File: src/rtl/core/ehc_pkg.sv
// shared types, codes and header positions for the ethernet frame classifier
`default_nettype none

package ehc_pkg;

    // captured header bytes: positions 12..23, 28..31 and 38..41
    localparam int unsigned NUM_CAP  = 20;
    // icmp type, code and checksum bytes behind the ipv4 header
    localparam int unsigned NUM_ICMP = 4;
    // frame record queue depth
    localparam int unsigned Q_DEPTH  = 2;
    // width used for length compares
    localparam int unsigned CMP_W    = 17;

    // indexes into the captured byte array
    localparam int unsigned CAP_ET_HI = 0;
    localparam int unsigned CAP_ET_LO = 1;
    localparam int unsigned CAP_B14   = 2;
    localparam int unsigned CAP_B15   = 3;
    localparam int unsigned CAP_B16   = 4;
    localparam int unsigned CAP_B17   = 5;
    localparam int unsigned CAP_B18   = 6;
    localparam int unsigned CAP_B19   = 7;
    localparam int unsigned CAP_B20   = 8;
    localparam int unsigned CAP_B21   = 9;
    localparam int unsigned CAP_B22   = 10;
    localparam int unsigned CAP_B23   = 11;
    localparam int unsigned CAP_SPA   = 12;
    localparam int unsigned CAP_TPA   = 16;

    // first byte of the ipv4 header
    localparam int unsigned IP_HDR_POS = 14;

    // ethertypes
    localparam logic [15:0] ETH_IPV4   = 16'h0800;
    localparam logic [15:0] ETH_ARP    = 16'h0806;
    localparam logic [15:0] ETH_MACSEC = 16'h88E5;

    // field values checked
    localparam logic [15:0] ARP_HTYPE_ETH = 16'h0001;
    localparam logic [15:0] ARP_OP_REQ    = 16'h0001;
    localparam logic [15:0] ARP_OP_REPLY  = 16'h0002;
    localparam logic [7:0]  ARP_HLEN      = 8'd6;
    localparam logic [7:0]  ARP_PLEN      = 8'd4;
    localparam logic [7:0]  IP_PROTO_ICMP = 8'd1;
    localparam logic [7:0]  SHORT_LEN_MASK = 8'h3F;

    // minimum lengths
    localparam logic [CMP_W-1:0] MIN_ETH    = CMP_W'(14);
    localparam logic [CMP_W-1:0] MIN_ARP    = CMP_W'(42);
    localparam logic [CMP_W-1:0] MIN_IPV4   = CMP_W'(34);
    localparam logic [CMP_W-1:0] MIN_ICMP   = CMP_W'(42);
    localparam logic [CMP_W-1:0] MIN_MACSEC = CMP_W'(36);
    localparam logic [CMP_W-1:0] MIN_IHL    = CMP_W'(20);
    // ethernet header plus icmp header
    localparam logic [CMP_W-1:0] IHL_SPAN   = CMP_W'(22);

    // status codes
    localparam logic [2:0] ST_OK        = 3'd0;
    localparam logic [2:0] ST_MALFORMED = 3'd1;
    localparam logic [2:0] ST_TRUNC     = 3'd2;
    localparam logic [2:0] ST_UNKNOWN   = 3'd3;
    localparam logic [2:0] ST_UNSUP     = 3'd4;

    // protocol codes
    localparam logic [2:0] PR_UNKNOWN = 3'd0;
    localparam logic [2:0] PR_ARP     = 3'd1;
    localparam logic [2:0] PR_ICMP    = 3'd2;
    localparam logic [2:0] PR_MACSEC  = 3'd3;
    localparam logic [2:0] PR_IPV4    = 3'd4;

    // header bytes of one finished frame
    typedef struct packed {
        logic [NUM_CAP-1:0][7:0]  cap;
        logic [NUM_ICMP-1:0][7:0] icmp;
    } t_frame_rec;

    // classification result without the length
    typedef struct packed {
        logic [2:0]  status;
        logic [2:0]  protocol;
        logic [31:0] word_a;
        logic [31:0] word_b;
        logic [15:0] half_a;
        logic [15:0] half_b;
        logic [7:0]  byte_a;
        logic [7:0]  byte_b;
        logic [7:0]  byte_c;
    } t_verdict;

    // frame position of each captured byte
    function automatic logic [6:0] cap_pos(input int unsigned k);
        logic [6:0] p;
        if (k < 12) begin
            p = 7'(12 + k);
        end else if (k < 16) begin
            p = 7'(16 + k);
        end else begin
            p = 7'(22 + k);
        end
        return p;
    endfunction

endpackage

`default_nettype wire

File: src/rtl/core/ehc_front.sv
// front end: byte counter and header byte capture, one record per frame
`default_nettype none

module ehc_front #(
    parameter int unsigned LENGTH_BITS = 14
) (
    input  wire logic                   i_clk,
    input  wire logic                   i_rst_n,
    input  wire logic                   i_in_valid,
    input  wire logic [7:0]             i_data_byte,
    input  wire logic                   i_last_byte,
    output logic                        o_in_stall,
    input  wire logic                   i_q_full,
    output logic                        o_push,
    output ehc_pkg::t_frame_rec         o_rec,
    output logic [LENGTH_BITS-1:0]      o_len
);

    localparam logic [LENGTH_BITS-1:0] COUNT_MAX = {LENGTH_BITS{1'b1}};

    logic                                        accept;
    logic [LENGTH_BITS-1:0]                      r_count;
    logic [LENGTH_BITS-1:0]                      inc_count;
    logic [ehc_pkg::NUM_CAP-1:0][7:0]            r_cap;
    logic [ehc_pkg::NUM_CAP-1:0][7:0]            n_cap;
    logic [ehc_pkg::NUM_ICMP-1:0][7:0]           r_icmp;
    logic [ehc_pkg::NUM_ICMP-1:0][7:0]           n_icmp;
    logic [5:0]                                  ihl4;

    // stall only while the record queue is full
    assign o_in_stall = i_q_full;
    assign accept     = i_in_valid && !i_q_full;

    // saturating count including the current byte
    assign inc_count = (r_count != COUNT_MAX) ? r_count + LENGTH_BITS'(1) : r_count;

    // fixed position header bytes
    for (genvar g = 0; g < ehc_pkg::NUM_CAP; g++) begin : g_cap
        assign n_cap[g] = (accept && (r_count == LENGTH_BITS'(ehc_pkg::cap_pos(g))))
                          ? i_data_byte : r_cap[g];
    end

    // icmp bytes sit behind the ipv4 header, whose length is known from byte 14
    assign ihl4 = {r_cap[ehc_pkg::CAP_B14][3:0], 2'b00};

    for (genvar g = 0; g < ehc_pkg::NUM_ICMP; g++) begin : g_icmp
        assign n_icmp[g] = (accept && (r_count == LENGTH_BITS'(ehc_pkg::IP_HDR_POS)
                            + LENGTH_BITS'(ihl4) + LENGTH_BITS'(g)))
                           ? i_data_byte : r_icmp[g];
    end

    // capture registers
    always_ff @(posedge i_clk) begin
        r_cap  <= n_cap;
        r_icmp <= n_icmp;
    end

    // byte counter, cleared after the last byte
    always_ff @(posedge i_clk) begin
        if (!i_rst_n) begin
            r_count <= '0;
        end else if (accept) begin
            r_count <= i_last_byte ? '0 : inc_count;
        end
    end

    // record for the finished frame includes the last byte itself
    assign o_push     = accept && i_last_byte;
    assign o_rec.cap  = n_cap;
    assign o_rec.icmp = n_icmp;
    assign o_len      = inc_count;

`ifndef SYNTH
    a_count_clear: assert property (@(posedge i_clk) disable iff (!i_rst_n)
        (accept && i_last_byte) |=> (r_count == '0))
        else $error("byte count not cleared after last byte");
`endif

endmodule

`default_nettype wire

File: src/rtl/core/ehc_queue.sv
// two-entry register queue of frame records between front and back
`default_nettype none

module ehc_queue #(
    parameter int unsigned WIDTH = 32
) (
    input  wire logic             i_clk,
    input  wire logic             i_rst_n,
    input  wire logic             i_push,
    input  wire logic [WIDTH-1:0] i_data,
    output logic                  o_full,
    output logic                  o_valid,
    output logic [WIDTH-1:0]      o_data,
    input  wire logic             i_pop
);

    localparam int unsigned DEPTH = ehc_pkg::Q_DEPTH;
    localparam int unsigned PW    = $clog2(DEPTH);
    localparam int unsigned CW    = $clog2(DEPTH + 1);

    logic [WIDTH-1:0] r_mem [DEPTH];
    logic [PW-1:0]    r_wr_ptr;
    logic [PW-1:0]    r_rd_ptr;
    logic [CW-1:0]    r_cnt;
    logic             do_push;
    logic             do_pop;

    assign o_full  = (r_cnt == CW'(DEPTH));
    assign o_valid = (r_cnt != '0);
    assign o_data  = r_mem[r_rd_ptr];
    assign do_push = i_push && !o_full;
    assign do_pop  = i_pop && o_valid;

    // storage
    always_ff @(posedge i_clk) begin
        if (do_push) begin
            r_mem[r_wr_ptr] <= i_data;
        end
    end

    // pointers and fill count
    always_ff @(posedge i_clk) begin
        if (!i_rst_n) begin
            r_wr_ptr <= '0;
            r_rd_ptr <= '0;
            r_cnt    <= '0;
        end else begin
            if (do_push) begin
                r_wr_ptr <= (r_wr_ptr == PW'(DEPTH - 1)) ? '0 : r_wr_ptr + PW'(1);
            end
            if (do_pop) begin
                r_rd_ptr <= (r_rd_ptr == PW'(DEPTH - 1)) ? '0 : r_rd_ptr + PW'(1);
            end
            case ({do_push, do_pop})
                2'b10:   r_cnt <= r_cnt + CW'(1);
                2'b01:   r_cnt <= r_cnt - CW'(1);
                default: r_cnt <= r_cnt;
            endcase
        end
    end

`ifndef SYNTH
    a_cnt_bound: assert property (@(posedge i_clk) disable iff (!i_rst_n)
        r_cnt <= CW'(DEPTH))
        else $error("queue fill count beyond depth");
    a_push_kept: assert property (@(posedge i_clk) disable iff (!i_rst_n)
        (i_push && !o_full && !do_pop) |=> (r_cnt == $past(r_cnt) + CW'(1)))
        else $error("queue push not counted");
`endif

endmodule

`default_nettype wire

File: src/rtl/core/ehc_back.sv
// back end: classification of one frame record and the output register
`default_nettype none

module ehc_back #(
    parameter int unsigned LENGTH_BITS = 14
) (
    input  wire logic                   i_clk,
    input  wire logic                   i_rst_n,
    input  wire logic                   i_q_valid,
    input  wire ehc_pkg::t_frame_rec    i_rec,
    input  wire logic [LENGTH_BITS-1:0] i_len,
    output logic                        o_q_pop,
    output logic                        o_out_valid,
    input  wire logic                   i_out_stall,
    output ehc_pkg::t_verdict           o_verdict,
    output logic [LENGTH_BITS-1:0]      o_len
);

    logic                           r_out_valid;
    ehc_pkg::t_verdict              r_verdict;
    logic [LENGTH_BITS-1:0]         r_len;
    ehc_pkg::t_verdict              v;
    logic [ehc_pkg::CMP_W-1:0]      lenx;
    logic [ehc_pkg::CMP_W-1:0]      ihl4;
    logic [15:0]                    etype;
    logic [15:0]                    oper;
    logic [31:0]                    pn;
    logic [7:0]                     b14;
    logic [7:0]                     ty;
    logic [7:0]                     ttl;
    logic                           bad;

    assign lenx  = ehc_pkg::CMP_W'(i_len);
    assign etype = {i_rec.cap[ehc_pkg::CAP_ET_HI], i_rec.cap[ehc_pkg::CAP_ET_LO]};
    assign b14   = i_rec.cap[ehc_pkg::CAP_B14];
    assign ihl4  = ehc_pkg::CMP_W'({b14[3:0], 2'b00});
    assign oper  = {i_rec.cap[ehc_pkg::CAP_B20], i_rec.cap[ehc_pkg::CAP_B21]};
    assign pn    = {i_rec.cap[ehc_pkg::CAP_B16], i_rec.cap[ehc_pkg::CAP_B17],
                    i_rec.cap[ehc_pkg::CAP_B18], i_rec.cap[ehc_pkg::CAP_B19]};
    assign ty    = i_rec.icmp[0];
    assign ttl   = i_rec.cap[ehc_pkg::CAP_B22];

    // verdict from ethertype, lengths and field rules
    always_comb begin
        v   = '0;
        bad = 1'b0;
        if (lenx < ehc_pkg::MIN_ETH) begin
            v.status = ehc_pkg::ST_TRUNC;
        end else begin
            case (etype)
                ehc_pkg::ETH_ARP: begin
                    v.protocol = ehc_pkg::PR_ARP;
                    if (lenx < ehc_pkg::MIN_ARP) begin
                        v.status = ehc_pkg::ST_TRUNC;
                    end else begin
                        v.word_a = {i_rec.cap[ehc_pkg::CAP_SPA],
                                    i_rec.cap[ehc_pkg::CAP_SPA + 1],
                                    i_rec.cap[ehc_pkg::CAP_SPA + 2],
                                    i_rec.cap[ehc_pkg::CAP_SPA + 3]};
                        v.word_b = {i_rec.cap[ehc_pkg::CAP_TPA],
                                    i_rec.cap[ehc_pkg::CAP_TPA + 1],
                                    i_rec.cap[ehc_pkg::CAP_TPA + 2],
                                    i_rec.cap[ehc_pkg::CAP_TPA + 3]};
                        v.half_a = oper;
                        v.byte_a = i_rec.cap[ehc_pkg::CAP_B18];
                        v.byte_b = i_rec.cap[ehc_pkg::CAP_B19];
                        if ({b14, i_rec.cap[ehc_pkg::CAP_B15]} != ehc_pkg::ARP_HTYPE_ETH) begin
                            bad = 1'b1;
                        end
                        if ({i_rec.cap[ehc_pkg::CAP_B16], i_rec.cap[ehc_pkg::CAP_B17]}
                            != ehc_pkg::ETH_IPV4) begin
                            bad = 1'b1;
                        end
                        if (i_rec.cap[ehc_pkg::CAP_B18] != ehc_pkg::ARP_HLEN ||
                            i_rec.cap[ehc_pkg::CAP_B19] != ehc_pkg::ARP_PLEN) begin
                            bad = 1'b1;
                        end
                        if (oper != ehc_pkg::ARP_OP_REQ && oper != ehc_pkg::ARP_OP_REPLY) begin
                            bad = 1'b1;
                        end
                        v.status = bad ? ehc_pkg::ST_MALFORMED : ehc_pkg::ST_OK;
                    end
                end
                ehc_pkg::ETH_IPV4: begin
                    if (lenx < ehc_pkg::MIN_IPV4 ||
                        i_rec.cap[ehc_pkg::CAP_B23] != ehc_pkg::IP_PROTO_ICMP) begin
                        v.status   = ehc_pkg::ST_UNSUP;
                        v.protocol = ehc_pkg::PR_IPV4;
                    end else begin
                        v.protocol = ehc_pkg::PR_ICMP;
                        if (lenx < ehc_pkg::MIN_ICMP) begin
                            v.status = ehc_pkg::ST_TRUNC;
                        end else if (ihl4 < ehc_pkg::MIN_IHL ||
                                     ehc_pkg::IHL_SPAN + ihl4 > lenx) begin
                            v.status = ehc_pkg::ST_MALFORMED;
                        end else begin
                            v.half_a = {i_rec.icmp[2], i_rec.icmp[3]};
                            v.half_b = {i_rec.cap[ehc_pkg::CAP_B16],
                                        i_rec.cap[ehc_pkg::CAP_B17]};
                            v.byte_a = ty;
                            v.byte_b = i_rec.icmp[1];
                            v.byte_c = ttl;
                            if (ty inside {[8'd19:8'd29]}) begin
                                bad = 1'b1;
                            end
                            if (ttl == 8'd0) begin
                                bad = 1'b1;
                            end
                            v.status = bad ? ehc_pkg::ST_MALFORMED : ehc_pkg::ST_OK;
                        end
                    end
                end
                ehc_pkg::ETH_MACSEC: begin
                    v.protocol = ehc_pkg::PR_MACSEC;
                    if (lenx < ehc_pkg::MIN_MACSEC) begin
                        v.status = ehc_pkg::ST_TRUNC;
                    end else begin
                        v.word_a = pn;
                        v.byte_a = b14;
                        v.byte_b = i_rec.cap[ehc_pkg::CAP_B15] & ehc_pkg::SHORT_LEN_MASK;
                        v.byte_c = {7'd0, b14[5]};
                        if (b14[7]) begin
                            bad = 1'b1;
                        end
                        if (pn == 32'd0) begin
                            bad = 1'b1;
                        end
                        v.status = bad ? ehc_pkg::ST_MALFORMED : ehc_pkg::ST_OK;
                    end
                end
                default: begin
                    v.status = ehc_pkg::ST_UNKNOWN;
                end
            endcase
        end
    end

    // take a record whenever the output register is free or being drained
    assign o_q_pop = i_q_valid && (!r_out_valid || !i_out_stall);

    // output register payload
    always_ff @(posedge i_clk) begin
        if (o_q_pop) begin
            r_verdict <= v;
            r_len     <= i_len;
        end
    end

    // output valid
    always_ff @(posedge i_clk) begin
        if (!i_rst_n) begin
            r_out_valid <= 1'b0;
        end else if (o_q_pop) begin
            r_out_valid <= 1'b1;
        end else if (!i_out_stall) begin
            r_out_valid <= 1'b0;
        end
    end

    assign o_out_valid = r_out_valid;
    assign o_verdict   = r_verdict;
    assign o_len       = r_len;

`ifndef SYNTH
    a_trunc_zero: assert property (@(posedge i_clk) disable iff (!i_rst_n)
        (r_out_valid && r_verdict.status == ehc_pkg::ST_TRUNC) |->
        (r_verdict.word_a == '0 && r_verdict.word_b == '0 &&
         r_verdict.half_a == '0 && r_verdict.half_b == '0))
        else $error("truncated verdict carries extracted fields");
    a_unknown_proto: assert property (@(posedge i_clk) disable iff (!i_rst_n)
        (r_out_valid && r_verdict.status == ehc_pkg::ST_UNKNOWN) |->
        (r_verdict.protocol == ehc_pkg::PR_UNKNOWN))
        else $error("unknown ethertype with a protocol set");
`endif

endmodule

`default_nettype wire

File: src/rtl/core/ethernet_arp_icmp_macsec_classifier_core.sv
// top level: ethernet frame classifier for arp, ipv4 icmp and macsec
// takes one frame byte per cycle while the input is not stalled, with no gaps needed between frames
// the record of the last byte is queued, then classified into the registered verdict output
// a two-entry record queue lets the byte input run while the verdict is stalled
// input stalls only while that queue is full; one verdict per frame, one per cycle at most
// synchronous active-low reset clears the byte count, the queue and the output valid
`default_nettype none

module ethernet_arp_icmp_macsec_classifier_core #(
    parameter int unsigned LENGTH_BITS = 14
) (
    input  wire logic                   i_clk,
    input  wire logic                   i_rst_n,
    input  wire logic                   i_in_valid,
    output logic                        o_in_stall,
    input  wire logic [7:0]             i_data_byte,
    input  wire logic                   i_last_byte,
    output logic                        o_out_valid,
    input  wire logic                   i_out_stall,
    output logic [2:0]                  o_status,
    output logic [2:0]                  o_protocol,
    output logic [LENGTH_BITS-1:0]      o_frame_length,
    output logic [31:0]                 o_word_a,
    output logic [31:0]                 o_word_b,
    output logic [15:0]                 o_half_a,
    output logic [15:0]                 o_half_b,
    output logic [7:0]                  o_byte_a,
    output logic [7:0]                  o_byte_b,
    output logic [7:0]                  o_byte_c
);

    localparam int unsigned REC_W = $bits(ehc_pkg::t_frame_rec);
    localparam int unsigned QW    = REC_W + LENGTH_BITS;

    logic                       q_full;
    logic                       f_push;
    ehc_pkg::t_frame_rec        f_rec;
    logic [LENGTH_BITS-1:0]     f_len;
    logic                       q_valid;
    logic [QW-1:0]              q_data;
    logic                       q_pop;
    ehc_pkg::t_verdict          verdict;

    // byte capture
    ehc_front #(
        .LENGTH_BITS (LENGTH_BITS)
    ) u_front (
        .i_clk       (i_clk),
        .i_rst_n     (i_rst_n),
        .i_in_valid  (i_in_valid),
        .i_data_byte (i_data_byte),
        .i_last_byte (i_last_byte),
        .o_in_stall  (o_in_stall),
        .i_q_full    (q_full),
        .o_push      (f_push),
        .o_rec       (f_rec),
        .o_len       (f_len)
    );

    // frame record queue
    ehc_queue #(
        .WIDTH (QW)
    ) u_queue (
        .i_clk   (i_clk),
        .i_rst_n (i_rst_n),
        .i_push  (f_push),
        .i_data  ({f_rec, f_len}),
        .o_full  (q_full),
        .o_valid (q_valid),
        .o_data  (q_data),
        .i_pop   (q_pop)
    );

    // classification and output register
    ehc_back #(
        .LENGTH_BITS (LENGTH_BITS)
    ) u_back (
        .i_clk       (i_clk),
        .i_rst_n     (i_rst_n),
        .i_q_valid   (q_valid),
        .i_rec       (ehc_pkg::t_frame_rec'(q_data[QW-1 -: REC_W])),
        .i_len       (q_data[LENGTH_BITS-1:0]),
        .o_q_pop     (q_pop),
        .o_out_valid (o_out_valid),
        .i_out_stall (i_out_stall),
        .o_verdict   (verdict),
        .o_len       (o_frame_length)
    );

    // result fields
    assign o_status   = verdict.status;
    assign o_protocol = verdict.protocol;
    assign o_word_a   = verdict.word_a;
    assign o_word_b   = verdict.word_b;
    assign o_half_a   = verdict.half_a;
    assign o_half_b   = verdict.half_b;
    assign o_byte_a   = verdict.byte_a;
    assign o_byte_b   = verdict.byte_b;
    assign o_byte_c   = verdict.byte_c;

endmodule

`default_nettype wire

File: config.mk
export PLATFORM = sky130hd
export DESIGN_NAME = ethernet_arp_icmp_macsec_classifier_core
export DESIGN_NICKNAME = d
export VERILOG_FILES = /design/src/rtl/core/ehc_pkg.sv /design/src/rtl/core/ehc_front.sv /design/src/rtl/core/ehc_queue.sv /design/src/rtl/core/ehc_back.sv /design/src/rtl/core/ethernet_arp_icmp_macsec_classifier_core.sv
export SDC_FILE = /design/constraint.sdc
export NUM_CORES = 1
export LEC_CHECK = 0
export BUFFER_PORTS_ARGS = -buffer_cell sky130_fd_sc_hd__buf_2
export CAP_MARGIN = 15
export CORE_ASPECT_RATIO = 0.75
export CORE_MARGIN = 3
export CORE_UTILIZATION = 50
export CTS_BUF_LIST = sky130_fd_sc_hd__clkbuf_8
export DETAILED_ROUTE_END_ITERATION = 7
export GPL_ROUTABILITY_DRIVEN = 0
export PLACE_DENSITY_LB_ADDON = 0.25
export SYNTH_ARGS = -nofsm -noshare
export SYNTH_HDL_FRONTEND = slang
export SYNTH_SLANG_ARGS = --single-unit
File: constraint.sdc
create_clock -name i_clk -period 18.03 [get_ports i_clk]
set_clock_uncertainty 0.1 [all_clocks]
set_input_delay 4.5075 -clock i_clk [delete_from_list [all_inputs] [get_ports i_clk]]
set_output_delay 4.5075 -clock i_clk [all_outputs]
set_load 0.005 [all_outputs]
Word-level counts from Yosys, hierarchy flattened:

Memory sizes are Yosys's and may differ from the RTL's. A register that Yosys moved wholly into a read port is not among the register bits.
Index checks and enable logic that the tools add are counted.

* register bits after elaboration: 351
* RAM bits: 412
* bits of input ports: 13
* output and inout bits: 142
* word-level logic and storage cells: 218
* memories kept: 1

Memory list
* u_queue.r_mem: depth 2, width 206, rd ports 1, clocked after Yosys merged registers in 1, write ports 1, RTL line ehc_queue.sv:21 `logic [WIDTH-1:0] r_mem [DEPTH];`

* add/subtract/negate cells: 10
* order comparisons: 8
* equality and inequality tests: 39
* mux-type cells: 75
* bitwise operators: 2
* reduce and logical (&&, ||, !) cells: 44

Operators by type and width (count)
* two-way mux 8 bit: 24
* equality test 14 x 5 -> 1 bit, second input constant: 12
* two-way mux 56 bit: 3
* two-way mux 80 bit: 1
* case mux 32 bit (2 select lines): 1
* equality test 14 bit: 4
* equality test 14 x 4 -> 1 bit, second input constant: 4
* equality test 14 x 6 -> 1 bit, second input constant: 4
* case mux 16 bit (3 select lines): 1
* less-than comparator 14 x 6 -> 1 bit, second input constant: 3
* equality test 16 x 12 -> 1 bit, second input constant: 2
* zero test 32 bit: 1
* two-way mux 32 bit: 1
* != test 16 x 1 -> 1 bit, second input constant: 2
* case mux 16 bit (2 select lines): 1
* logical AND 1 bit: 31
* two-way mux 1 bit: 30
* adder 14 x 1 -> 14 bit, second input constant: 2
* adder 14 x 2 -> 14 bit, second input constant: 2
* two-way mux 14 bit: 2
* two-way mux 24 bit: 1
* case mux 3 bit (3 select lines): 2
* greater-than comparator 17 x 14 -> 1 bit: 1
* equality test 16 bit, second input constant: 1
* other kinds (29): 42

Logic depth before layout (Yosys ltp):

Gate-level depths: netlist of the first run.

* word-level depth: 14
* depth in mapped cells: 20
* gate-level depth less buffers: 12

Hierarchy:

Synthesis of the first run repeated with hierarchy kept, for this count alone.

* cells, all modules: 1680
* area, all modules: 28905.2 um^2

By module, submodules not included
* ehc_queue: instances 1, cells each 667, area each 15145.8 um^2, seq. area each 12472.0 um^2
* ehc_front: instances 1, cells each 613, area each 7683.6 um^2, seq. area each 4124.0 um^2
* ehc_back: instances 1, cells each 400, area each 6075.8 um^2, seq. area each 4194.0 um^2

Worst setup path before layout of the first run:

Ideal clock, no wire load.

* kind: input port to flip-flop
* start: in i_in_valid
* end: reg u_queue.r_wr_ptr
* library setup time: 98 ps
* arrival time: 14185 ps
* data required time: 17832 ps
* slack: 3647 ps
* cell stages on the path: 5
* buffers on the path: 1
* cells stage by stage: and2_1 -> clkbuf_1 -> nand2_1 -> nor2_1 -> o21a_1

* word-level cells in the longest chain between the ends: 3

RTL lines
* from (decl): RTL line ethernet_arp_icmp_macsec_classifier_core.sv:14 `input wire logic i_in_valid,`
* logical AND 1 bit: RTL line ehc_front.sv:32 `assign accept = i_in_valid && !i_q_full;`
* logical AND 1 bit: RTL line ehc_front.sv:68 `assign o_push = accept && i_last_byte;`
* logical AND 1 bit: RTL line ehc_queue.sv:31 `assign do_push = i_push && !o_full;`
* to (signal assigned): RTL line ehc_queue.sv:49 `r_wr_ptr <= (r_wr_ptr == PW'(DEPTH - 1)) ? '0 : r_wr_ptr + PW'(1);`
* to (decl): RTL line ehc_queue.sv:22 `logic [PW-1:0] r_wr_ptr;`

No other way between the ends.
A chain may end at the register's enable or synchronous reset.

==> results by group, run 1 <==
Global routing
  • Largest net degree at the start of global routing: about 140
  • Total track usage: 0.209
  • Total gr overflow: 0
  • First-pass GRT wire length: 96800 um
  • Vias in the first global route: 15800
  • Initial antenna violation count: 1

Timing
  • WHS: 385 ps
  • Setup TNS: 0 ps
  • RSZ-0062 raised after global routing: no
  • Max-slew violations: 0
  • Final Critical Period: 6910 ps
  • Final Hold Vio Count: 0
  • # setup viols final: 0
  • Worst-Margin Slew: 1090 ps
  • Period Utilization, post-route: 0.383
  • Slew margin rel.: 0.269
  • Fmax achieved: between 100 and 150 MHz

Finish
  • Antenna Cells: 0
  • Fraction of layout cells with a size suffix above 1: 0.280
  • Area Growth Syn to Fin: 12.7%
  • # fillers: 4455
  • Final core occ: 0.576
  • Final Net Count: between 1500 and 2000

Worst setup path
  • CP endpoint kind: flip-flop
  • WS Path Type: in2reg
  • Critical Path Start: i_in_valid
  • Setup crit start kind: input pin
  • Data required, critical path: 18370 ps
  • Crit path arrival time: around 7200 ps
  • Worst-path fanout max: 8

Routing
  • WL/cell: approximately 23 um
  • Via density: 5.57
  • Routed wire length: 64300 um
  • First-pass detailed-route iteration total: 5
  • Antenna viol nets, final: 0
  • DRC viols: 0
  • Vias: 15800
  • Initial drt markers: 1526

CTS
  • Post-cts sizing count: 0
  • Clock buffer depth: 3
  • CTS Hold Bufs: 0
  • CTS root buf: clkbuf_8
  • Clock transition at path regs: 60 ps
  • CTS sink count: ~760
  • TritonCTS clock tree: yes
  • CTS buffer count: 110
  • H-Tree Depth: 3
  • Worst-Skew Late Latency: 720 ps
  • Postcts setup bufs: 0

Logic synthesis
  • Mapped Nets: between 1500 and 2000
  • #FFs+latches synth: 763
  • Commonest register cell after synthesis: edfxtp_1
  • Post-synth EDFFs: 551
  • Cells after Synth: between 1500 and 2000
  • Netlist cell types: 73
  • Synth async-reset ratio: 0
  • Register area share after synthesis: 0.721
  • Synthesized cell area: ~29000 um^2
  • Synth Warn #: 0
  • Synth Area per Inst: 16.3 um^2

Job
  • Max cap viols: 0

Pwr
  • Worst vdd ir: 0.000287 V
  • Sw Ratio: 0.261
  • Leakage: 11.7 nW
  • Internal Power: 3.00 mW
  • Reg power frac: 0.539
  • P_sw: 1.06 mW
  • Comb power frac: 0.136
  • Clock power share: 0.325
  • Pwr Total: 4.06 mW
  • P per Cell Area: 125 nW/um^2

Die
  • Die Ht: roughly 210 um
  • Die width: 283 um
  • # IOs: ~160
  • Core Rows: 75
  • Initial cell density of the core: 0.511
  • Die area: 60700 um^2
  • Core region area: 56500 um^2

Status
  • Status: finished, final reports clean

Placement
  • Dpl hpwl: about 39000 um
  • Buffers added on ports: 154

Worst hold path
  • Hold path startpoint: u_front.r_cap[86]$_DFF_P_
  • Hold Path Class: reg2reg
[layout make-up]
class / count / area [um^2] / area share
sequential: 763 / 20800 / 0.639
clock buffer: 129 / 1780 / 0.0546
multi-input combinational: 891 / 7580 / 0.233
tap: 770 / 963 / 0.0296
timing repair buffer: 172 / 918 / 0.0282
inverter: 24 / 90.1 / 0.00277
clock inverter: 79 / 402 / 0.0123
[logic make-up after synthesis]
logic type | count (synthesis) | share of synthesized area
AO/OA/AOI/OAI | 169 | 0.0479
multiplexers | 377 | 0.140
AND/OR/NAND/NOR | 305 | 0.0593
XOR/XNOR | 26 | 0.00789
flip-flops | 763 | 0.721
buffers and inverters | 113 | 0.0184
adder cells (fa/ha/maj) | 14 | 0.00607
[sequential cells by signal (all words and copies together), names as in the netlist, named ones only]
| signal | count |
|---|---|
| u_queue.r_rd_ptr | 1 |
| u_back.o_len | 14 |
| u_front.r_cap | 156 |
| u_front.r_icmp | 32 |
| u_queue.r_wr_ptr | 1 |
| u_queue.r_mem | 412 |
| u_back.o_verdict | 125 |
| u_front.r_count | 14 |
| u_front.ihl4 | 4 |
| u_queue.r_cnt | 2 |
| u_back.o_out_valid | 1 |
[Yosys cell counts, types with 3 or more instances]
cell,instances,share of area
nand4_1,14,0.0030
o22ai_1,36,0.0078
o211ai_1,4,0.0010
or3_1,28,0.0061
buf_4,11,0.0029
clkbuf_1,44,0.0057
nor2_1,73,0.0095
inv_1,24,0.0031
a221oi_1,3,0.00091
o21ai_0,20,0.0035
a21o_1,3,0.00078
o41ai_2,11,0.0062
dfxtp_1,212,0.15
a211oi_1,4,0.0010
nand2_1,44,0.0057
ha_1,14,0.0061
and4_1,4,0.0012
o22a_1,13,0.0039
o21a_1,4,0.0010
or4_1,19,0.0049
a22oi_1,6,0.0016
nor3b_1,5,0.0013
mux2_2,207,0.081
and3_1,5,0.0011
a21oi_1,17,0.0029
and2_1,5,0.0011
nand3_1,17,0.0029
nor3_1,15,0.0026
o221ai_1,3,0.00091
buf_2,29,0.0050
a31oi_1,3,0.00065
xor2_1,9,0.0027
xnor2_1,17,0.0052
o22ai_2,16,0.0069
edfxtp_1,551,0.57
a21boi_0,8,0.0021
nand2b_1,6,0.0013
nor2b_1,7,0.0015
buf_6,4,0.0016
nor4_1,37,0.0080
mux2i_1,170,0.059
nor4b_1,9,0.0027
[cells in the final DEF, fill, tap and decap left out, types with 5 or more instances in the layout]
cell type	instances
a21boi_0	8
a21oi_1	16
a22oi_1	6
and2_1	5
buf_2	154
buf_4	17
clkbuf_8	129
clkinv_1	8
clkinv_2	10
dfxtp_1	211
edfxtp_1	551
ha_1	14
inv_1	77
mux2_2	207
mux2i_1	170
nand2_1	44
nand3_1	17
nand4_1	14
nor2_1	72
nor2b_1	7
nor3_1	15
nor3b_1	5
nor4_1	37
nor4b_1	8
o21ai_0	20
o22a_1	13
o22ai_1	36
o22ai_2	16
o41ai_2	11
or3_1	28
or4_1	19
xnor2_1	17
xor2_1	9
[worst max-delay path, stage by stage]
cell and delay [ps]:
buf_2 90, and2_1 280, nand4_1 370, nor2_1 930
nand2_1 580, mux2_2 460
[worst paths after layout]
| check | end | slack (ps) | cells past startpoint |
|---|---|---|---|
| hold reg to reg | u_front.r_cap[86]$_DFF_P_ | 380 | 1 |
| setup reg to reg | u_back.o_verdict[20]$_SDFFCE_PP0P_ | 13260 | 7 |
| setup / recovery | u_queue.r_mem[0][201]$_DFFE_PP_ | 11120 | 6 |
| hold / removal | u_front.r_cap[86]$_DFF_P_ | 380 | 1 |
[per-stage QoR]
step / instance area, um^2 / std cells / setup WS, ps
final: 32500 / 2828 / 11120
after detailed placement: 30300 / 2620 / 10530
after floorplan: 28900 / 1767 / 3650
after global placement: 30300 / 2619 / 10350
after CTS: 32500 / 2828 / 11320
after global routing: 32500 / 2828 / 11100
[routing by layer]
metal,global-route usage,share of wire,vias to the layer above
li1,-,-,7247
met5,0,0,-
met1,0.303,0.46,7933
met3,0.0465,0.067,86
met2,0.322,0.46,496
met4,0.0551,0.018,0
[power by group through the flow]
stage	Combinational [mW]	Sequential, mW	Clock [mW]
after CTS	0.562	2.19	1.35
after global routing	0.595	2.21	1.43
after floorplan	0.297	2.26	0
final	0.553	2.19	1.32
after detailed placement	0.561	2.23	0
after global placement	0.555	2.22	0
No activity file was read; power rests on OpenSTA's default activity.
==> run 2: changes to the inputs <==
--- a/config.mk
+++ b/config.mk
@@ -5,6 +5,7 @@
 export SDC_FILE = /design/constraint.sdc
 export NUM_CORES = 1
 export LEC_CHECK = 0
+export ABC_AREA = 1
 export BUFFER_PORTS_ARGS = -buffer_cell sky130_fd_sc_hd__buf_2
 export CAP_MARGIN = 15
 export CORE_ASPECT_RATIO = 0.75
==> constraint.sdc (replaced) <==
create_clock -name i_clk -period 6.75 [get_ports i_clk]
set_clock_uncertainty 0.1 [all_clocks]
set_input_delay 1.6875 -clock i_clk [delete_from_list [all_inputs] [get_ports i_clk]]
set_output_delay 1.6875 -clock i_clk [all_outputs]
set_load 0.005 [all_outputs]
==> run 2 against run 1 <==
  * Via count rose by 18%
  * Design area fell by 0.88%
  * Clock power rose to 2.9 times the previous value
  * Final cell count rose by 23%
  * Largest cell class unchanged
  * Sequential share of layout area rose by 0.57 points
  * Hold slack got worse by 20 ps
  * Global-route usage rose by 1.7 points
  * Synthesized cell count rose by 40%
  * Sequential power rose to 2.7 times the previous value
==> results by group, run 2 <==
Worst setup path
  • Data required, critical path: 7150 ps (-11220 ps)
  • Worst reg2reg setup slack: 1830 ps (-11430 ps)
  • CP endpoint kind: flip-flop
  • Setup crit start kind: flip-flop
  • R2r endpoint: u_back.o_verdict[23]$_SDFFCE_PP0P_
  • Worst-path fanout max: 89 (+81)
  • WS Path Type: reg2reg
  • Crit path arrival time: 5320 ps (-1920 ps)
  • Cells on worst reg2reg path: 16 (+9)
  • Setup crit end: u_back.o_verdict[23]$_SDFFCE_PP0P_

Timing
  • Worst-Margin Slew: 1120 ps (+34.2 ps)
  • # setup viols final: 0 (unchanged)
  • Slew margin rel.: 0.250 (-0.0189)
  • Max-slew violations: 0 (unchanged)
  • Final Critical Period: 4920 ps
  • Period Utilization, post-route: 0.729
  • RSZ-0062 raised after global routing: no
  • Worst setup margin: 1830 ps (-9290 ps)
  • Setup TNS: 0 ps (unchanged)
  • Final Hold Vio Count: 0 (unchanged)
  • Fmax achieved: 203 MHz

CTS
  • Post-cts sizing count: 0 (unchanged)
  • H-Tree Depth: 3 (unchanged)
  • TritonCTS clock tree: yes
  • CTS sink count: 763 (unchanged)
  • Postcts setup bufs: 0 (unchanged)
  • CTS Hold Bufs: 0 (unchanged)
  • CTS buffer count: 109 (-0.91%)
  • Worst-Skew Late Latency: 710 ps (about the same)
  • Clock transition at path regs: 60 ps (about the same)
  • Clock buffer depth: 3 (unchanged)
  • CTS root buf: clkbuf_8

Logic synthesis
  • Top post-synthesis cells by area: edfxtp_1 58%, dfxtp_1 15%, nand2_1 10%, o21ai_0 4.5%, nor2_1 1.7%
  • Register area share after synthesis: 0.728 (+0.00790)
  • Xor/xnor share of the synthesized area: 0.00522 (-0.00268)
  • Synth async-reset ratio: 0 (unchanged)
  • Synth Area per Inst: 11.6 um^2 (-29%)
  • Netlist cell types: 38 (-48%)
  • Cells after Synth: 2470 (+40%)
  • Simple-Gate Fraction of Synth Area: 0.144 (+0.0845)
  • Synth Area in Adders: 0.00614 (+0.0000665)
  • Synth top area share: 0.580 (+0.00629)
  • #FFs+latches synth: 763 (unchanged)
  • Largest family of logic cells by synthesized area: simple AND/OR/NAND/NOR gates
  • Commonest cells post-synth: 759 x nand2_1, 551 x edfxtp_1, 258 x o21ai_0, 212 x dfxtp_1, 130 x nor2_1
  • Post-synth EDFFs: 551 (unchanged)
  • Compound-Gate Fraction of Synth Area: 0.0735 (+0.0256)
  • Synth Warn #: 0 (unchanged)
  • Most common cell in the netlist: nand2_1
  • Post-synthesis mux area share: 0.00631 (-0.133)
  • Commonest register cell after synthesis: edfxtp_1
  • Leading area contributor after synthesis: edfxtp_1
  • Mapped Nets: 2497 (+39%)
  • Synthesized cell area: 28500 um^2 (-1.1%)

Global routing
  • Vias in the first global route: 17600 (+11%)
  • Initial antenna violation count: 6 (+5)
  • Total track usage: 0.226 (+0.0168)
  • First-pass GRT wire length: 102000 um (+5.7%)
  • Largest net degree at the start of global routing: 146 (+2.8%)
  • Total gr overflow: 0 (unchanged)

Finish
  • Final Net Count: 2669 (+34%)
  • Area Growth Syn to Fin: 13.0%
  • # fillers: 4567 (+2.5%)
  • Fraction of layout cells with a size suffix above 1: 0.146 (-0.133)
  • Largest register FFs: 412 (unchanged)
  • Commonest cells after routing, fill and taps aside: 758 x nand2_1, 551 x edfxtp_1, 258 x o21ai_0
  • Non-filler cells, final: 3470 (+23%)
  • Final core occ: 0.573 (-0.00224)
  • Commonest non-fill, non-tap cell in the layout: nand2_1
  • Antenna Cells: 0 (unchanged)
  • Most flops, register: u_queue.r_mem

Pwr
  • Leakage: 12.3 nW (+4.3%)
  • P per Cell Area: 369 nW/um^2 (+200%)
  • Pwr Total: 11.9 mW (+190%)
  • Worst vdd ir: 0.000246 V (-14%)

Die
  • Die width: 282 um (-0.53%)
  • Core Rows: 75 (unchanged)
  • # IOs: 155 (unchanged)
  • Die Ht: 213 um (-0.53%)
  • Core region area: 56200 um^2 (-0.50%)
  • Die area: 60000 um^2 (-1.1%)
  • Initial cell density of the core: 0.508 (-0.00301)

Routing
  • Via density: 5.35 (-4.0%)
  • First-pass detailed-route iteration total: 6 (+1)
  • DRC viols: 0 (unchanged)
  • Routed wire length: 67900 um (+5.6%)
  • WL/cell: 19.6 um (-14%)
  • Initial drt markers: 2226 (+46%)
  • Vias: 18600 (+18%)
  • Antenna viol nets, final: 0 (unchanged)

Placement
  • Number of placed cells counting well taps: 3261 (+24%)
  • Dpl hpwl: 40900 um (+5.9%)
  • Buffers added on ports: 154 (unchanged)
  • Place WS: 1870 ps (-8670 ps)

Job
  • Max cap viols: 0 (unchanged)

Worst hold path
  • Hold Path Class: reg2reg
  • Hold path startpoint: u_front.r_icmp[28]$_DFF_P_

Status
  • Status: finished, final reports clean
-- run 2: report_power, final --
part,internal [mW],switching (mW)
logic,0.605,1.61
clock network,2.03,1.75
registers,5.68,0.209
total,8.31,3.57
-- run 2: how the worst min path moves through the flow --
stage | end | cells after the start
after floorplan | flip-flop | 1
after global placement | u_queue.r_rd_ptr$_SDFFE_PN0P_ | 1
after CTS | u_queue.r_rd_ptr$_SDFFE_PN0P_ | 1
final | u_front.r_icmp[28]$_DFF_P_ | 2
after detailed placement | u_queue.r_rd_ptr$_SDFFE_PN0P_ | 1
after global routing | u_front.r_icmp[31]$_DFF_P_ | 2
-- run 2: cells by family after synthesis --
family	Yosys count
fa+ha+maj	14
buf+inv	246
compound gates	392
mux	18
flops	763
simple gates	1020
xor+xnor	17
-- run 2: metal layers --
metal | track usage | up-vias | share of wire
li1 | - | 8829 | -
met3 | 0.0448 | 123 | 0.086
met4 | 0.0727 | 0 | 0.024
met5 | 0 | - | 0
met1 | 0.331 | 8841 | 0.44
met2 | 0.342 | 776 | 0.45
-- run 2: final cells by class --
type                       instances  area, um^2  share of cell area
sequential                       763       20800               0.645
multi-input combinational       1461        6720               0.209
clock buffer                     140        1930              0.0598
timing repair buffer             175         957              0.0297
tap                              731         915              0.0284
inverter                         132         503              0.0156
clock inverter                    68         415              0.0129
-- run 2: worst max-delay path, cell delays in order, from the launching register on --
cell and delay, ps:
dfxtp_4 350, buf_4 400, o21ai_0 570, inv_1 100
ha_1 250, o21ai_0 190, inv_1 60, ha_1 290
nand2_1 50, inv_1 80, nand2_1 50, nor2_1 120
nand4_1 110, nand3_1 140, and2_1 370, nand3_2 930
o21ai_0 500
-- run 2: stage by stage --
step,instance area (um^2),hold WS (ps)
after CTS,32200,362
after global routing,32200,392
after global placement,29900,338
after floorplan,28500,325
after detailed placement,29900,351
final,32200,365
==> run 3: changes to the inputs <==
==> constraint.sdc (replaced) <==
create_clock -name i_clk -period 4 [get_ports i_clk]
set_clock_uncertainty 0.1 [all_clocks]
set_input_delay 1 -clock i_clk [delete_from_list [all_inputs] [get_ports i_clk]]
set_output_delay 1 -clock i_clk [all_outputs]
set_load 0.005 [all_outputs]
==> run 3 against run 2 <==
  * Fmax increased by 35%
  * Via count decreased by 0.11%
  * First-iteration DRC count down 12%
  * Register-to-register slack worse by 1500 ps
  * Clock power grew 56%
  * Sequential share of layout area fell by 0.070 points
  * Hold slack got worse by 8.9 ps
  * Final cell count rose by 0.52%
  * Non-clock buffer count up 18
  * Critical path type unchanged
  * Wire length fell by 0.58%
  * Largest power group unchanged
==> results by group, run 3 (same netlist as run 2, synthesis figures left out) <==
Status
  • Status: finished, final reports clean

Finish
  • Commonest non-fill, non-tap cell in the layout: nand2_1
  • Commonest cells after routing, fill and taps aside: 757 x nand2_1, 551 x edfxtp_1, 258 x o21ai_0
  • Most flops, register: u_queue.r_mem
  • Area Growth Syn to Fin: 13.1%
  • Antenna Cells: 0 (unchanged)
  • # fillers: 4585 (+0.39%)
  • Fraction of layout cells with a size suffix above 1: 0.149 (+0.00267)
  • Largest register FFs: 412 (unchanged)
  • Final Net Count: 2688 (+0.71%)

Die
  • Initial cell density of the core: 0.508 (unchanged)
  • Die area: 60000 um^2 (unchanged)
  • Die Ht: 213 um (unchanged)
  • # IOs: 155 (unchanged)
  • Core region area: 56200 um^2 (unchanged)
  • Core Rows: 75 (unchanged)
  • Die width: 282 um (unchanged)

Timing
  • Worst-Margin Slew: 1000 ps (-122 ps)
  • Fmax achieved: 275 MHz (+35%)
  • Setup TNS: 0 ps (unchanged)
  • Final Hold Vio Count: 0 (unchanged)
  • Max-slew violations: 0 (unchanged)
  • Period Utilization, post-route: 0.911 (+0.182)
  • Slew margin rel.: 0.329 (+0.0790)
  • Final Critical Period: 3640 ps (-1280 ps)
  • # setup viols final: 0 (unchanged)
  • RSZ-0062 raised after global routing: no

Worst hold path
  • Hold Path Class: reg2reg

Worst setup path
  • CP Buf/Inv Count: 5 (+1)
  • Crit-path max cell delay: 480 ps (-450 ps)
  • CP endpoint kind: flip-flop
  • Setup crit start kind: flip-flop
  • Crit path cell chain: inv_4 -> or2_2 -> o21ai_0 -> inv_1 -> ha_1 -> o21ai_0 -> inv_1 -> ha_1 -> nand2_1 -> inv_1 -> nand2_1 -> nor2_1 -> nand2_1 -> nand3_1 -> nand3_1 -> and2_2 -> nand3_2 -> buf_12 -> o22ai_1
  • WS Path Type: reg2reg
  • Critical path's slowest cell: dfxtp_4
  • Data required, critical path: 4340 ps (-2810 ps)
  • Crit path arrival time: 3980 ps (-1340 ps)
  • Delay-heaviest family, CP: simple AND/OR/NAND/NOR gates
  • Worst-path fanout max: 45 (-49%)

Global routing
  • First-pass GRT wire length: 102000 um (+0.13%)
  • Vias in the first global route: 17700 (+0.90%)
  • Largest net degree at the start of global routing: 138 (-5.5%)
  • Initial antenna violation count: 2 (-4)
  • Total track usage: 0.225 (-0.000937)
  • Total gr overflow: 0 (unchanged)

Placement
  • Buffers added on ports: 154 (unchanged)
  • Dpl hpwl: 41500 um (+1.6%)

CTS
  • CTS buffer count: 110 (+0.92%)
  • Clock buffer depth: 3 (unchanged)
  • Clock transition at path regs: 60 ps (about the same)
  • Worst-Skew Late Latency: 710 ps (about the same)
  • TritonCTS clock tree: yes
  • H-Tree Depth: 3 (unchanged)
  • CTS sink count: 763 (unchanged)
  • CTS root buf: clkbuf_8

Routing
  • WL/cell: 19.4 um (-1.1%)
  • Routed wire length: 67500 um (-0.58%)
  • Via density: 5.32 (-0.63%)
  • DRC viols: 0 (unchanged)
  • Initial drt markers: 1962 (-12%)
  • Antenna viol nets, final: 0 (unchanged)
  • First-pass detailed-route iteration total: 7 (+1)
  • Vias: 18500 (-0.11%)

Job
  • Max cap viols: 0 (unchanged)

Pwr
  • Leakage: 12.3 nW (+0.32%)
  • Worst vdd ir: 0.000536 V (+120%)
  • P per Cell Area: 609 nW/um^2 (+65%)
  • Pwr Total: 19.7 mW (+65%)
-- run 3: layout make-up --
class / count / area, um^2 / area share
Clock buffer: 127 / 1750 / 0.0542
Clock inverter: 81 / 392 / 0.0121
Inverter: 132 / 502 / 0.0155
Multi-Input combinational cell: 1461 / 6740 / 0.209
Sequential cell: 763 / 20800 / 0.644
Tap cell: 731 / 915 / 0.0283
Timing Repair Buffer: 193 / 1180 / 0.0366
-- run 3: stage by stage --
| step | setup WS, ps | cells | util | hold WS, ps | instance area, um^2 |
|---|---|---|---|---|---|
| finish | 358 | 3488 | 0.574 | 356 | 32300 |
| global route | 52.4 | 3488 | 0.574 | 376 | 32300 |
| CTS | 176 | 3487 | 0.574 | 364 | 32300 |
| detailed placement | 178 | 3279 | 0.536 | 354 | 30100 |
| global placement | 312 | 3279 | 0.536 | 335 | 30100 |
| floorplan | -830 | 2470 | - | 325 | 28600 |
-- run 3: final timing paths --
kind,cells past startpoint,from,slack [ps],endpoint
max,19,flip-flop,360,u_back.o_verdict[48]$_SDFFCE_PP0P_
min,1,u_queue.r_rd_ptr$_SDFFE_PN0P_,360,u_queue.r_rd_ptr$_SDFFE_PN0P_
max reg2reg,19,flip-flop,360,u_back.o_verdict[48]$_SDFFCE_PP0P_
min reg2reg,1,u_queue.r_rd_ptr$_SDFFE_PN0P_,360,u_queue.r_rd_ptr$_SDFFE_PN0P_
-- run 3: timing repair --
item                       4_1_cts  5_1_grt
setup endpoints to repair        0       45
hold buffers                     0        0
setup buffers                    0        1
resized for setup                0        1
-- run 3: where the power goes --
part           total, mW  internal (mW)  leakage [nW]  switching (mW)
logic               3.82           1.11          4.07            2.72
clock network       5.90           2.98          1.24            2.92
registers           9.94           9.57          6.98           0.366
total               19.7           13.7          12.3            6.00
-- run 3: routing by layer --
layer,share of wire,global-route usage
met2,0.46,0.348
met3,0.080,0.0474
met1,0.44,0.323
met5,0,0
met4,0.022,0.0673
